===== src/rtl/tlc_pkg.sv =====
`default_nettype none

package tlc_pkg;

    localparam logic [31:0] LIFETIME_RESET = 32'd300;

    typedef enum logic [1:0] {
        CMD_LOOKUP = 2'd0,
        CMD_INSERT = 2'd1,
        CMD_CLEAR  = 2'd2,
        CMD_STATUS = 2'd3
    } cmd_t;

    typedef struct packed {
        cmd_t        command;
        logic [31:0] now_seconds;
        logic [63:0] host_key;
        logic [31:0] insert_address;
    } req_t;

    typedef struct packed {
        logic        hit;
        logic [31:0] found_address;
        logic [4:0]  valid_entries;
        logic [31:0] hit_total;
        logic [31:0] miss_total;
    } rsp_t;

    // Transaction record handed from cell to cell during a scan.
    typedef struct packed {
        cmd_t        cmd;
        logic [31:0] now;
        logic [63:0] key;
        logic [31:0] addr;
        logic        hit;
        logic [31:0] found_addr;
        logic        free_found;
        logic [31:0] old_stamp;
    } wave_t;

    // Entry contents broadcast at insert write-back.
    typedef struct packed {
        logic [63:0] key;
        logic [31:0] addr;
        logic [31:0] stamp;
        logic [31:0] life;
    } wr_t;

endpackage

`default_nettype wire


===== src/rtl/tlc_cell.sv =====
`default_nettype none

module tlc_cell #(
    parameter int IDX_W = 4,
    parameter int CNT_W = 5,
    parameter int INDEX = 0
) (
    input  wire                 clk,
    input  wire                 rst_n,
    input  wire                 in_act,
    input  tlc_pkg::wave_t      in_wave,
    input  wire  [CNT_W-1:0]    in_cnt,
    input  wire  [IDX_W-1:0]    in_free_idx,
    input  wire  [IDX_W-1:0]    in_old_idx,
    input  wire                 wr_sel,
    input  tlc_pkg::wr_t        wr_data,
    output logic                out_act,
    output tlc_pkg::wave_t      out_wave,
    output logic [CNT_W-1:0]    out_cnt,
    output logic [IDX_W-1:0]    out_free_idx,
    output logic [IDX_W-1:0]    out_old_idx
);

    localparam logic [IDX_W-1:0] MY_IDX = IDX_W'(INDEX);

    logic           valid_reg, valid_next;
    logic [63:0]    key_reg;
    logic [31:0]    addr_reg;
    logic [31:0]    stamp_reg;
    logic [31:0]    life_reg;

    logic                out_act_reg;
    tlc_pkg::wave_t      wave_reg, wave_next;
    logic [CNT_W-1:0]    cnt_reg, cnt_next;
    logic [IDX_W-1:0]    free_idx_reg, free_idx_next;
    logic [IDX_W-1:0]    old_idx_reg, old_idx_next;

    logic           matched;
    logic           live;
    logic           post_valid;

    assign matched = valid_reg && (key_reg == in_wave.key);
    assign live    = (in_wave.now - stamp_reg) < life_reg;

    always_comb
    begin
        wave_next     = in_wave;
        free_idx_next = in_free_idx;
        old_idx_next  = in_old_idx;
        post_valid    = valid_reg;
        case (in_wave.cmd)
            tlc_pkg::CMD_LOOKUP:
            begin
                if (!in_wave.hit && matched)
                begin
                    if (live)
                    begin
                        wave_next.hit        = 1'b1;
                        wave_next.found_addr = addr_reg;
                    end
                    else
                    begin
                        post_valid = 1'b0;
                    end
                end
            end
            tlc_pkg::CMD_INSERT:
            begin
                if (!valid_reg && !in_wave.free_found)
                begin
                    wave_next.free_found = 1'b1;
                    free_idx_next        = MY_IDX;
                end
                // cell 0 seeds the oldest search
                if (valid_reg && (INDEX == 0 || stamp_reg < in_wave.old_stamp))
                begin
                    wave_next.old_stamp = stamp_reg;
                    old_idx_next        = MY_IDX;
                end
            end
            tlc_pkg::CMD_CLEAR:
            begin
                post_valid = 1'b0;
            end
            default:
            begin
                post_valid = valid_reg;
            end
        endcase
        cnt_next = in_cnt + CNT_W'(post_valid);
    end

    always_comb
    begin
        if (wr_sel)
            valid_next = 1'b1;
        else if (in_act)
            valid_next = post_valid;
        else
            valid_next = valid_reg;
    end

    always_ff @(posedge clk or negedge rst_n)
    begin
        if (!rst_n)
        begin
            valid_reg   <= 1'b0;
            out_act_reg <= 1'b0;
        end
        else
        begin
            valid_reg   <= valid_next;
            out_act_reg <= in_act;
        end
    end

    always_ff @(posedge clk)
    begin
        if (wr_sel)
        begin
            key_reg   <= wr_data.key;
            addr_reg  <= wr_data.addr;
            stamp_reg <= wr_data.stamp;
            life_reg  <= wr_data.life;
        end
        if (in_act)
        begin
            wave_reg     <= wave_next;
            cnt_reg      <= cnt_next;
            free_idx_reg <= free_idx_next;
            old_idx_reg  <= old_idx_next;
        end
    end

    assign out_act      = out_act_reg;
    assign out_wave     = wave_reg;
    assign out_cnt      = cnt_reg;
    assign out_free_idx = free_idx_reg;
    assign out_old_idx  = old_idx_reg;

endmodule

`default_nettype wire


===== config.mk =====
export PLATFORM = sky130hd
export DESIGN_NAME = tlc_cell
export DESIGN_NICKNAME = d
export VERILOG_FILES = /design/src/rtl/tlc_pkg.sv /design/src/rtl/tlc_cell.sv
export SDC_FILE = /design/constraint.sdc
export NUM_CORES = 1
export LEC_CHECK = 0
export BUFFER_PORTS_ARGS = -buffer_cell sky130_fd_sc_hd__buf_2
export CAP_MARGIN = 20
export CORE_AREA = 3 3 228 230
export CTS_BUF_LIST = sky130_fd_sc_hd__clkbuf_4 sky130_fd_sc_hd__clkbuf_8
export CTS_CLUSTER_DIAMETER = 50
export DETAILED_ROUTE_END_ITERATION = 12
export DIE_AREA = 0 0 231 233
export GPL_ROUTABILITY_DRIVEN = 1
export PLACE_DENSITY_LB_ADDON = 0.25
export SETUP_SLACK_MARGIN = 0.02
export SKIP_LAST_GASP = 1
export SLEW_MARGIN = 25
export SYNTH_ARGS = -nofsm -noshare
export SYNTH_HDL_FRONTEND = slang
export SYNTH_SLANG_ARGS = --single-unit

===== constraint.sdc =====
create_clock -name clk -period 5.6 [get_ports clk]
set_input_delay 0.84 -clock clk [delete_from_list [all_inputs] [get_ports clk]]
set_output_delay 0.84 -clock clk [all_outputs]
set_load 0.02 [all_outputs]

==> impl_metrics.yaml, run 1 <==
yosys:
  synth.avg_cell_area_sq_um: 15.5
  synth_seq_cells: 371
  synth.area.mux_share_pct: 3.28
  seq_area_frac_synth_pct: 71.4
  yosys.area.top_type: "edfxtp_1"
  syn_nets: 1445
  ys_warn_count: 0
  synth-compound-area-share_pct: 6.50
  synthArstFlopShare_pct: 0.539
  synth-simple-area-share_pct: 6.25
  synth-edff-count: 369
  synth_area_sq_um: 15600
  synth_top_cell_area_share_pct: 71.1
  synth_flop_cell: "edfxtp_1"
  synth_area_leaders: "edfxtp_1 (71%), ha_1 (5.1%), mux2_4 (2.8%), xnor2_1 (2.5%), inv_1 (2.2%)"
  synth_fa_ha_area_share_pct: 5.27
  synth_cell_types: 63
  syn_inst: 1007
  synth_top_family_by_area: "compound AO/OA/AOI/OAI gates"
  synth_xor_area_share_pct: 4.55
routing:
  vias_per_cell: 4.47
  wirelength_microns: 47300
  ant_nets: 0
  drt-pass1-iter-count: 7
  wl_per_cell_microns: 19.5
  drc: 0
  drt_iter0_drc: 614
  vias: 10800
finish:
  layout.nets: 2123
  final.fill_count: 4794
  layout_common_cells: "buf_2 (580), edfxtp_1 (369), inv_1 (93), clkbuf_8 (74), ha_1 (64)"
  fin_cells: 2419
  largest_reg_flops: 196
  drive_gt1_share_pct: 44.8
  layout_commonest_cell: "buf_2"
  area_delta_synth_final_pct: 35.6
floorplanning:
  rows: 82
  die_height_microns: 233
  dieWidth_microns: 231
  io_pins: 583
  fp.dieArea_sq_um: 53800
  start_util_pct: 31.1
  core_area_sq_um: 50100
power:
  p_switching_w: 0.00190
  p_clk_share_pct: 38.2
  combPwrFrac_pct: 15.6
  leakage_nw: 9.10
  p_sw_share_pct: 26.1
  ir_worst_vdd_mv: 0.185
  power_w: 0.00728
  p_per_area_nw_per_um2: 344
  seq_power_share_pct: 46.3
  internal_power_w: 0.00538
setup_path:
  critPathSlowestCell: "fa_1"
  worstSetupPathType: "in -> reg"
  cp.required_ns: 5.96
  cp_max_fo: 16
  cpMostUsedCell: "buf_4"
  cp-start-kind: "primary input"
  cp.arrival_ns: 5.53
  crit_path_end_kind: "flop"
  max_stage_delay_ns: 0.40
global_routing:
  grt_max_degree: 120
  grt_usage_pct: 16.9
  grt_pass1_wl_microns: 67700
  grt_pass1_vias: 11300
  antenna_found_initial: 22
  overflow: 0
placement:
  io_buffer_count: 582
  gp_congestion: 0.800
  place_inst: 2280
  dpl.hpwl_microns: 36300
sta:
  fin_tns_setup_ns: 0
  setup_viol: 0
  worstMarginPinSlew_ns: 0.979
  final_max_slew_viol_count: 0
  holdWs_ns: 0.385
  max_slew_margin_pct: 34.7
  fin_crit_sh_pct: 92.4
  rsz0062_at_grt: "false"
  hold_viol: 0
  skew_ns: 0.0255
  max_freq_mhz: 193
  period_minus_slack_ns: 5.17
clock_tree:
  clkTransAtPathRegs_ns: 0.06
  cts_buffers: 71
  cts_tree: "done"
  clkLatencyLatePin_ns: 0.63
  ctsHtreeMaxLevel: 3
  clockRootBuffer: "clkbuf_8"
  clkSinkCount: 371
  cts_max_path_buffers: 3
status:
  outcome: "complete, no violations"
job:
  cap_violations: 0
worst_hold_path:
  hold_path.class: "in -> reg"
-- stage by stage --
| step | area [sq um] | setup slack [ns] | utilization (%) |
|---|---|---|---|
| after floorplan | 15600 | 0.306 | - |
| after global placement | 19600 | -0.273 | 39.1 |
| after detailed placement | 19600 | -0.448 | 39.1 |
| after CTS | 21100 | 0.192 | 42.1 |
| after global routing | 21100 | 0.0404 | 42.2 |
| final | 21100 | 0.427 | 42.2 |
-- cells by family after synthesis --
kind of cell | after synthesis
AOI/OAI and AO/OA | 157
xor gates and xnor gates | 81
muxes | 36
and+or+nand+nor | 189
adders and majority gates | 65
DFF | 371
buffers and inverters | 108
-- worst paths after layout --
path | from | end | slack (ns) | depth (start not counted)
max | in_wave[162] | out_wave[43]$_DFFE_PP_ | 0.43 | 25
max in group asynchronous | rst_n | out_act$_DFF_PN0_ | 4.94 | 2
min reg2reg | addr_reg[20]$_DFFE_PP_ | out_wave[53]$_DFFE_PP_ | 0.54 | 1
max reg2reg | stamp_reg[0]$_DFFE_PP_ | out_wave[43]$_DFFE_PP_ | 0.46 | 23
min in group asynchronous | rst_n | valid_reg$_DFFE_PN0P_ | 0.56 | 2
min | in_wave[79] | out_wave[79]$_DFFE_PP_ | 0.38 | 1
-- power groups by stage --
stage / clock network [W] / logic (W) / registers, W
after global routing: 0.00302 / 0.00125 / 0.00339
final: 0.00278 / 0.00113 / 0.00337
after CTS: 0.00290 / 0.00114 / 0.00337
after floorplan: 0 / 0.000454 / 0.00357
after global placement: 0 / 0.00112 / 0.00342
after detailed placement: 0 / 0.00114 / 0.00342
-- cell usage after synthesis (all sizes together), types with 2 or more instances --
| cell | number |
|---|---|
| nor3 | 7 |
| a211o | 3 |
| o31a | 3 |
| o21ai | 50 |
| nand3 | 14 |
| and3 | 2 |
| a221oi | 6 |
| xor2 | 37 |
| clkbuf | 11 |
| nor4 | 13 |
| mux2i | 2 |
| inv | 93 |
| xnor2 | 44 |
| o31ai | 3 |
| a31oi | 5 |
| a2bb2oi | 2 |
| nor2 | 36 |
| nand2b | 12 |
| nor2b | 11 |
| o2111ai | 4 |
| o22ai | 6 |
| nand4 | 16 |
| a31o | 2 |
| nand2 | 57 |
| buf | 4 |
| dfrtp | 2 |
| a21oi | 31 |
| mux2 | 34 |
| nand4b | 3 |
| and2 | 5 |
| a21o | 20 |
| o21a | 5 |
| or4 | 2 |
| or2 | 2 |
| a2111oi | 4 |
| edfxtp | 369 |
| ha | 64 |
| and4 | 2 |
| o211ai | 4 |
| nand3b | 2 |
-- per-layer routing --
layer,GRT usage [%],up-vias,share of wire [%]
li1,-,5164,-
met4,5.98,14,2.1
met3,6.50,79,9.0
met1,18.4,5140,37
met5,0,-,0.19
met2,30.0,426,52
-- critical path: cells and delay by family --
family	cells	cell delay, ns
buffers and inverters	7	1.00
adder cells (fa/ha/maj)	3	0.86
AO/OA/AOI/OAI	10	1.96
multiplexers	1	0.32
AND/OR/NAND/NOR	3	0.41
XOR/XNOR	1	0.15
-- final cells by class --
type	instances	area (sq um)	share of cell area [%]
Sequential cell	371	11100	52.7
Tap cell	672	841	3.98
Clock buffer	88	1120	5.31
Clock inverter	37	345	1.63
Antenna cell	10	25.0	0.118
Timing Repair Buffer	620	3270	15.5
Multi-Input combinational cell	528	4060	19.2
Inverter	93	349	1.65
-- what timing repair did --
| item | CTS | global route |
|---|---|---|
| endpoints found under the hold margin | 2 | 0 |
| hold buffers | 1 | 0 |
| setup buffers | 0 | 1 |
| resized for setup | 0 | 6 |
| endpoints found under the setup margin | 0 | 36 |
(Power assumes the default switching activity.)
==> inputs of run 2 (changes only) <==
--- a/config.mk
+++ b/config.mk
@@ -5,6 +5,7 @@
 export SDC_FILE = /design/constraint.sdc
 export NUM_CORES = 1
 export LEC_CHECK = 0
+export ABC_AREA = 1
 export BUFFER_PORTS_ARGS = -buffer_cell sky130_fd_sc_hd__buf_2
 export CAP_MARGIN = 20
 export CORE_AREA = 3 3 228 230
==> constraint.sdc (replaced) <==
create_clock -name clk -period 5.6 [get_ports clk]
set_input_delay 0.84 -clock clk [delete_from_list [all_inputs] [get_ports clk]]
set_output_delay 0.84 -clock clk [all_outputs]
set_load 0.05 [all_outputs]
==> run 2 against run 1 <==
  * Combinational power grew 30%
  * Clock skew is 0.011 ns higher
  * Wire length increased by 15%
  * Clock-buffer cell count decreased by 2
  * Fmax up 19%
  * Final cell count is 17% higher
  * Design area up 1.9%
  * Largest power group unchanged
  * Die area did not move
  * First-iteration DRC count increased by 16%
  * Area after synthesis is 5.5% higher
  * Largest cell class unchanged
==> impl_metrics.yaml, run 2 <==
finish:
  drive_gt1_share_pct: 32.8
  multi_input_area_sq_um: 4400
  seq_area_sq_um: 11100
  final_util_pct: 43.0
  layout_common_cells: "buf_2 (580), nand2_1 (376), edfxtp_1 (369), inv_1 (220), nor2_1 (117)"
  final.fill_count: 4892
  layout.nets: 2532
  area_delta_synth_final_pct: 30.9
  fin_cells: 2826
  largest_reg_flops: 196
  final_area_sq_um: 21500
  layout_commonest_cell: "buf_2"
placement:
  place_inst: 2697
  dp_slack_ns: 0.607
  place_area_sq_um: 20200
  io_buffer_count: 582
  dpl.hpwl_microns: 43700
  gp_congestion: 0.875
floorplanning:
  io_pins: 583
  dieWidth_microns: 231
  core_area_sq_um: 50100
  rows: 82
  die_height_microns: 233
  start_util_pct: 32.9
  fp.dieArea_sq_um: 53800
setup_path:
  cp_top_family: "simple AND/OR/NAND/NOR gates"
  critPathSlowestCell: "fa_1"
  crit_cells: 27
  cp-start-kind: "primary input"
  cp_max_fo: 4
  cp.arrival_ns: 4.70
  cp.required_ns: 5.97
  cpMostUsedCell: "nand2_1"
  rr_worst_depth: 28
  r2r_slack_ns: 1.27
  crit_path_end_kind: "flop"
  worstSetupPathType: "in -> reg"
  critical_path_buf_inv_count: 4
  max_stage_delay_ns: 0.39
global_routing:
  grt_usage_pct: 19.6
  grt_max_degree: 108
  grt_pass1_vias: 12800
  antenna_found_initial: 15
  overflow: 0
  grt_pass1_wl_microns: 77700
clock_tree:
  clkSinkCount: 371
  clkTransAtPathRegs_ns: 0.06
  clkLatencyLatePin_ns: 0.65
  cts_max_path_buffers: 3
  ctsHtreeMaxLevel: 3
  cts_resized: 0
  clockRootBuffer: "clkbuf_8"
  cts_buffers: 66
  post_cts_buffers: 0
  cts_tree: "done"
power:
  p_per_area_nw_per_um2: 341
  leakage_nw: 10.1
  ir_worst_vdd_mv: 0.186
sta:
  fin_crit_sh_pct: 77.3
  max_freq_mhz: 231
  worstMarginPinSlew_ns: 0.889
  setup_viol: 0
  timing.final.ws_setup_ns: 1.27
  period_minus_slack_ns: 4.33
  hold_viol: 0
  max_slew_margin_pct: 40.8
  skew_ns: 0.0364
  rsz0062_at_grt: "false"
  final_max_slew_viol_count: 0
  fin_tns_setup_ns: 0
yosys:
  synth-edff-count: 369
  syn_inst: 1453
  synth_seq_cells: 371
  ys_warn_count: 0
  yosys.area.top_type: "edfxtp_1"
  synth_area_leaders: "edfxtp_1 (67%), nand2_1 (8.6%), inv_1 (5.0%), ha_1 (4.9%), nor2_1 (2.7%)"
  synthArstFlopShare_pct: 0.539
  synth_cell_types: 34
  synth_flop_cell: "edfxtp_1"
  synth_top_cell_area_share_pct: 67.4
  yosysMostFrequentCell: "nand2_1"
  synth_area_sq_um: 16500
  syn_nets: 1891
  synth.avg_cell_area_sq_um: 11.3
  seq_area_frac_synth_pct: 67.7
  synth_common_cells: "nand2_1 (377), edfxtp_1 (369), inv_1 (220)"
job:
  cap_violations: 0
routing:
  drc: 0
  vias: 12800
  drt-pass1-iter-count: 5
  drt_iter0_drc: 713
  wl_per_cell_microns: 19.3
  wirelength_microns: 54500
  ant_nets: 0
  vias_per_cell: 4.51
worst_hold_path:
  hold_path.class: "in -> reg"
  hold_path_depth: 1
status:
  outcome: "complete, no violations"
==> run 2: final cells by class <==
cell class,instances,area share [%]
Clock inverter,32,1.12
Multi-Input combinational cell,845,20.4
Timing Repair Buffer,589,14.0
Sequential cell,371,51.7
Tap cell,672,3.90
Clock buffer,86,4.94
Inverter,221,3.85
Antenna cell,10,0.116
==> run 2: layer usage <==
layer / vias up / global-route usage (%) / part of all wire, % / wire (microns)
li1: 6202 / - / - / -
met1: 5920 / 22.1 / 38 / 20600
met2: 531 / 35.7 / 52 / 28400
met3: 97 / 4.58 / 7.1 / 3860
met4: 4 / 7.71 / 2.9 / 1600
met5: - / 0 / 0.050 / 27
==> run 2: repair_timing <==
| action | CTS | global route |
|---|---|---|
| hold buffers | 1 | 0 |
| setup endpoints to repair | 0 | 0 |
| hold endpoints to repair | 2 | 0 |
==> run 2: final timing paths <==
check	from	to
max	in_wave[162]	out_cnt[4]$_DFFE_PP_
min	wr_data[110]	key_reg[14]$_DFFE_PP_
max reg2reg	stamp_reg[6]$_DFFE_PP_	out_cnt[4]$_DFFE_PP_
min reg2reg	addr_reg[7]$_DFFE_PP_	out_wave[40]$_DFFE_PP_
max in group asynchronous	rst_n	out_act$_DFF_PN0_
min in group asynchronous	rst_n	valid_reg$_DFFE_PN0P_
==> run 2: through the flow <==
stage,power [W],hold slack (ns)
finish,0.00734,0.364
detailed placement,0.00490,0.531
CTS,0.00745,0.285
global placement,0.00489,0.526
floorplan,0.00435,0.521
global route,0.00771,0.308
==> run 2: cells by family (layout without fill, tap and decap cells) <==
family          count (synthesis)  after routing  synth area share (%)
flops                         371            371                  67.7
simple gates                  598            598                  14.7
xor+xnor                       44             44                  2.34
other cells                     0             10                     0
fa+ha+maj                      65             65                  4.99
buf+inv                       237            928                  5.61
compound gates                136            136                  4.51
mux                             2              2                 0.137
==> run 2: power by group <==
group	internal [W]	switching, W
Combinational	0.000417	0.00105
Sequential	0.00330	0.0000633
Clock	0.00135	0.00115
==> inputs of run 3 (changes only) <==
==> constraint.sdc (replaced) <==
create_clock -name clk -period 3.5 [get_ports clk]
set_input_delay 0.525 -clock clk [delete_from_list [all_inputs] [get_ports clk]]
set_output_delay 0.525 -clock clk [all_outputs]
set_load 0.05 [all_outputs]
==> run 3 against run 2 <==
  * The run now ends with negative setup slack left
  * Die area stayed put
  * Wire length is 2.6% higher
  * Clock-buffer cell count is 1 higher
  * Final cell count is 11% higher
  * Non-clock buffer count is 293 higher
  * Combinational power is 99% higher
  * Highest routed layer unchanged
==> impl_metrics.yaml, run 3 (same netlist as run 2, synthesis figures left out) <==
clock_tree:
  cts_tree: "done"
  clkSinkCount: 371
  cts_buffers: 69
  clockRootBuffer: "clkbuf_8"
  cts_max_path_buffers: 3
  clkTransAtPathRegs_ns: 0.06
  clkLatencyLatePin_ns: 0.65
  ctsHtreeMaxLevel: 3
finish:
  fin_cells: 3123
  drive_gt1_share_pct: 39.8
  layout_common_cells: "buf_2 (580), edfxtp_1 (369), nand2_1 (362), inv_1 (205), buf_4 (156)"
  multi_input_area_sq_um: 4920
  seq_area_sq_um: 11100
  layout_commonest_cell: "buf_2"
  final_util_pct: 49.6
  largest_reg_flops: 196
  final_area_sq_um: 24800
  layout.nets: 2828
  final.fill_count: 4649
  area_delta_synth_final_pct: 50.9
routing:
  wl_per_cell_microns: 17.9
  drc: 0
  vias: 13900
  drt-pass1-iter-count: 7
  ant_nets: 0
  drt_iter0_drc: 716
  vias_per_cell: 4.44
  wirelength_microns: 55900
setup_path:
  cp-startpoint: "stamp_reg[5]$_DFFE_PP_"
  cp.required_ns: 3.88
  cp-start-kind: "flop"
  rr_worst_depth: 27
  worstSetupPathType: "reg -> reg"
  r2r-start: "stamp_reg[5]$_DFFE_PP_"
  cp.arrival_ns: 4.13
  crit_path_end_kind: "flop"
  cp_max_fo: 4
global_routing:
  grt_usage_pct: 20.0
  grt_pass1_vias: 14200
  antenna_found_initial: 11
  grt_pass1_wl_microns: 80600
  grt_max_degree: 87
  overflow: 0
worst_hold_path:
  hold_path.class: "in -> reg"
  hp-start: "wr_data[99]"
  hold_path_depth: 1
power:
  ir_worst_vdd_mv: 0.306
  p_per_area_nw_per_um2: 509
  leakage_nw: 11.6
  power_w: 0.0126
placement:
  dpl.hpwl_microns: 43500
  gp_congestion: 0.915
  place_area_sq_um: 21400
  place_inst: 2842
  io_buffer_count: 582
sta:
  skew_ns: 0.0319
  hold_viol: 0
  max_freq_mhz: 267
  final_max_slew_viol_count: 0
  setup_viol: 4
  period_minus_slack_ns: 3.75
  worstMarginPinSlew_ns: 0.709
  holdWs_ns: 0.0748
  timing.final.ws_setup_ns: -0.250
  fin_crit_sh_pct: 107
  max_slew_margin_pct: 52.7
  rsz0062_at_grt: "true"
floorplanning:
  dieWidth_microns: 231
  io_pins: 583
  die_height_microns: 233
  start_util_pct: 32.9
  rows: 82
  fp.dieArea_sq_um: 53800
  core_area_sq_um: 50100
job:
  cap_violations: 0
status:
  outcome: "finished with violations"
  violations: "negative setup slack"
## run 3: cell types whose count changed in the layout (fill, tap and decap cells not counted), moves of 14 or more
cell           before  now
buf_4               4  156
dlygate4sd3_1       1  132
a21oi_1            54   33
a21oi_2             0   17
ha_1               64   48
inv_1             220  205
ha_4                0   14
nand2_1           376  362
## run 3: cell type report
class / count / area share, %
Timing Repair Buffer: 882 / 22.7
Tap cell: 672 / 3.39
Multi-Input combinational cell: 845 / 19.8
Clock inverter: 39 / 1.31
Inverter: 221 / 3.40
Antenna cell: 6 / 0.0605
Sequential cell: 371 / 44.9
Clock buffer: 87 / 4.42
## run 3: layer usage
metal	part of all wire [%]	track usage, %
met4	2.7	7.52
met3	7.0	5.13
met1	38	22.6
met2	52	36.4
met5	0.077	0
## run 3: critical path, stage by stage, from the launching register on
cell,delay (ns)
edfxtp_1,0.38
inv_2,0.07
ha_1,0.25
buf_4,0.16
a21o_1,0.18
nand2_1,0.07
nand3_2,0.10
a21o_4,0.24
nand2_2,0.06
nand2_2,0.05
nand2_2,0.06
nand2_1,0.05
nand2_1,0.05
nand2_1,0.07
ha_1,0.29
nand4_1,0.09
nor3_2,0.23
and3_1,0.19
nand2_2,0.06
nand2_4,0.10
nand2_2,0.05
nand2_1,0.07
nand2_1,0.06
nand2_2,0.07
inv_2,0.05
ha_4,0.16
ha_4,0.16
xor2_1,0.13
## run 3: timing repair
action                                  in CTS  in global routing
endpoints found under the hold margin      133                  0
gates cloned                                 0                  2
pin swaps                                   24                 17
setup buffers                                4                 11
endpoints found under the setup margin      39                 39
hold buffers                               132                  0
resized for setup                           48                 73
## run 3: power breakdown
group / total, W / internal [W] / switching [W]
combinational: 0.00293 / 0.00108 / 0.00185
clock: 0.00433 / 0.00245 / 0.00188
sequential: 0.00539 / 0.00528 / 0.000104
## run 3: worst paths after layout
check / slack, ns / to
min in group asynchronous: 0.26 / out_act$_DFF_PN0_
worst min register to register: 0.54 / out_wave[62]$_DFFE_PP_
max in group asynchronous: 3.13 / valid_reg$_DFFE_PN0P_
worst max-delay path: -0.25 / out_cnt[2]$_DFFE_PP_
worst max register to register: -0.25 / out_cnt[2]$_DFFE_PP_
worst min-delay path: 0.07 / key_reg[3]$_DFFE_PP_
## run 3: stage by stage
stage	setup TNS [ns]	setup slack, ns
after global placement	-25.09	-0.873
after CTS	-0.945	-0.252
after detailed placement	-26.37	-0.902
final	-0.870	-0.250
after global routing	-4.73	-0.457
after floorplan	-0.340	-0.138
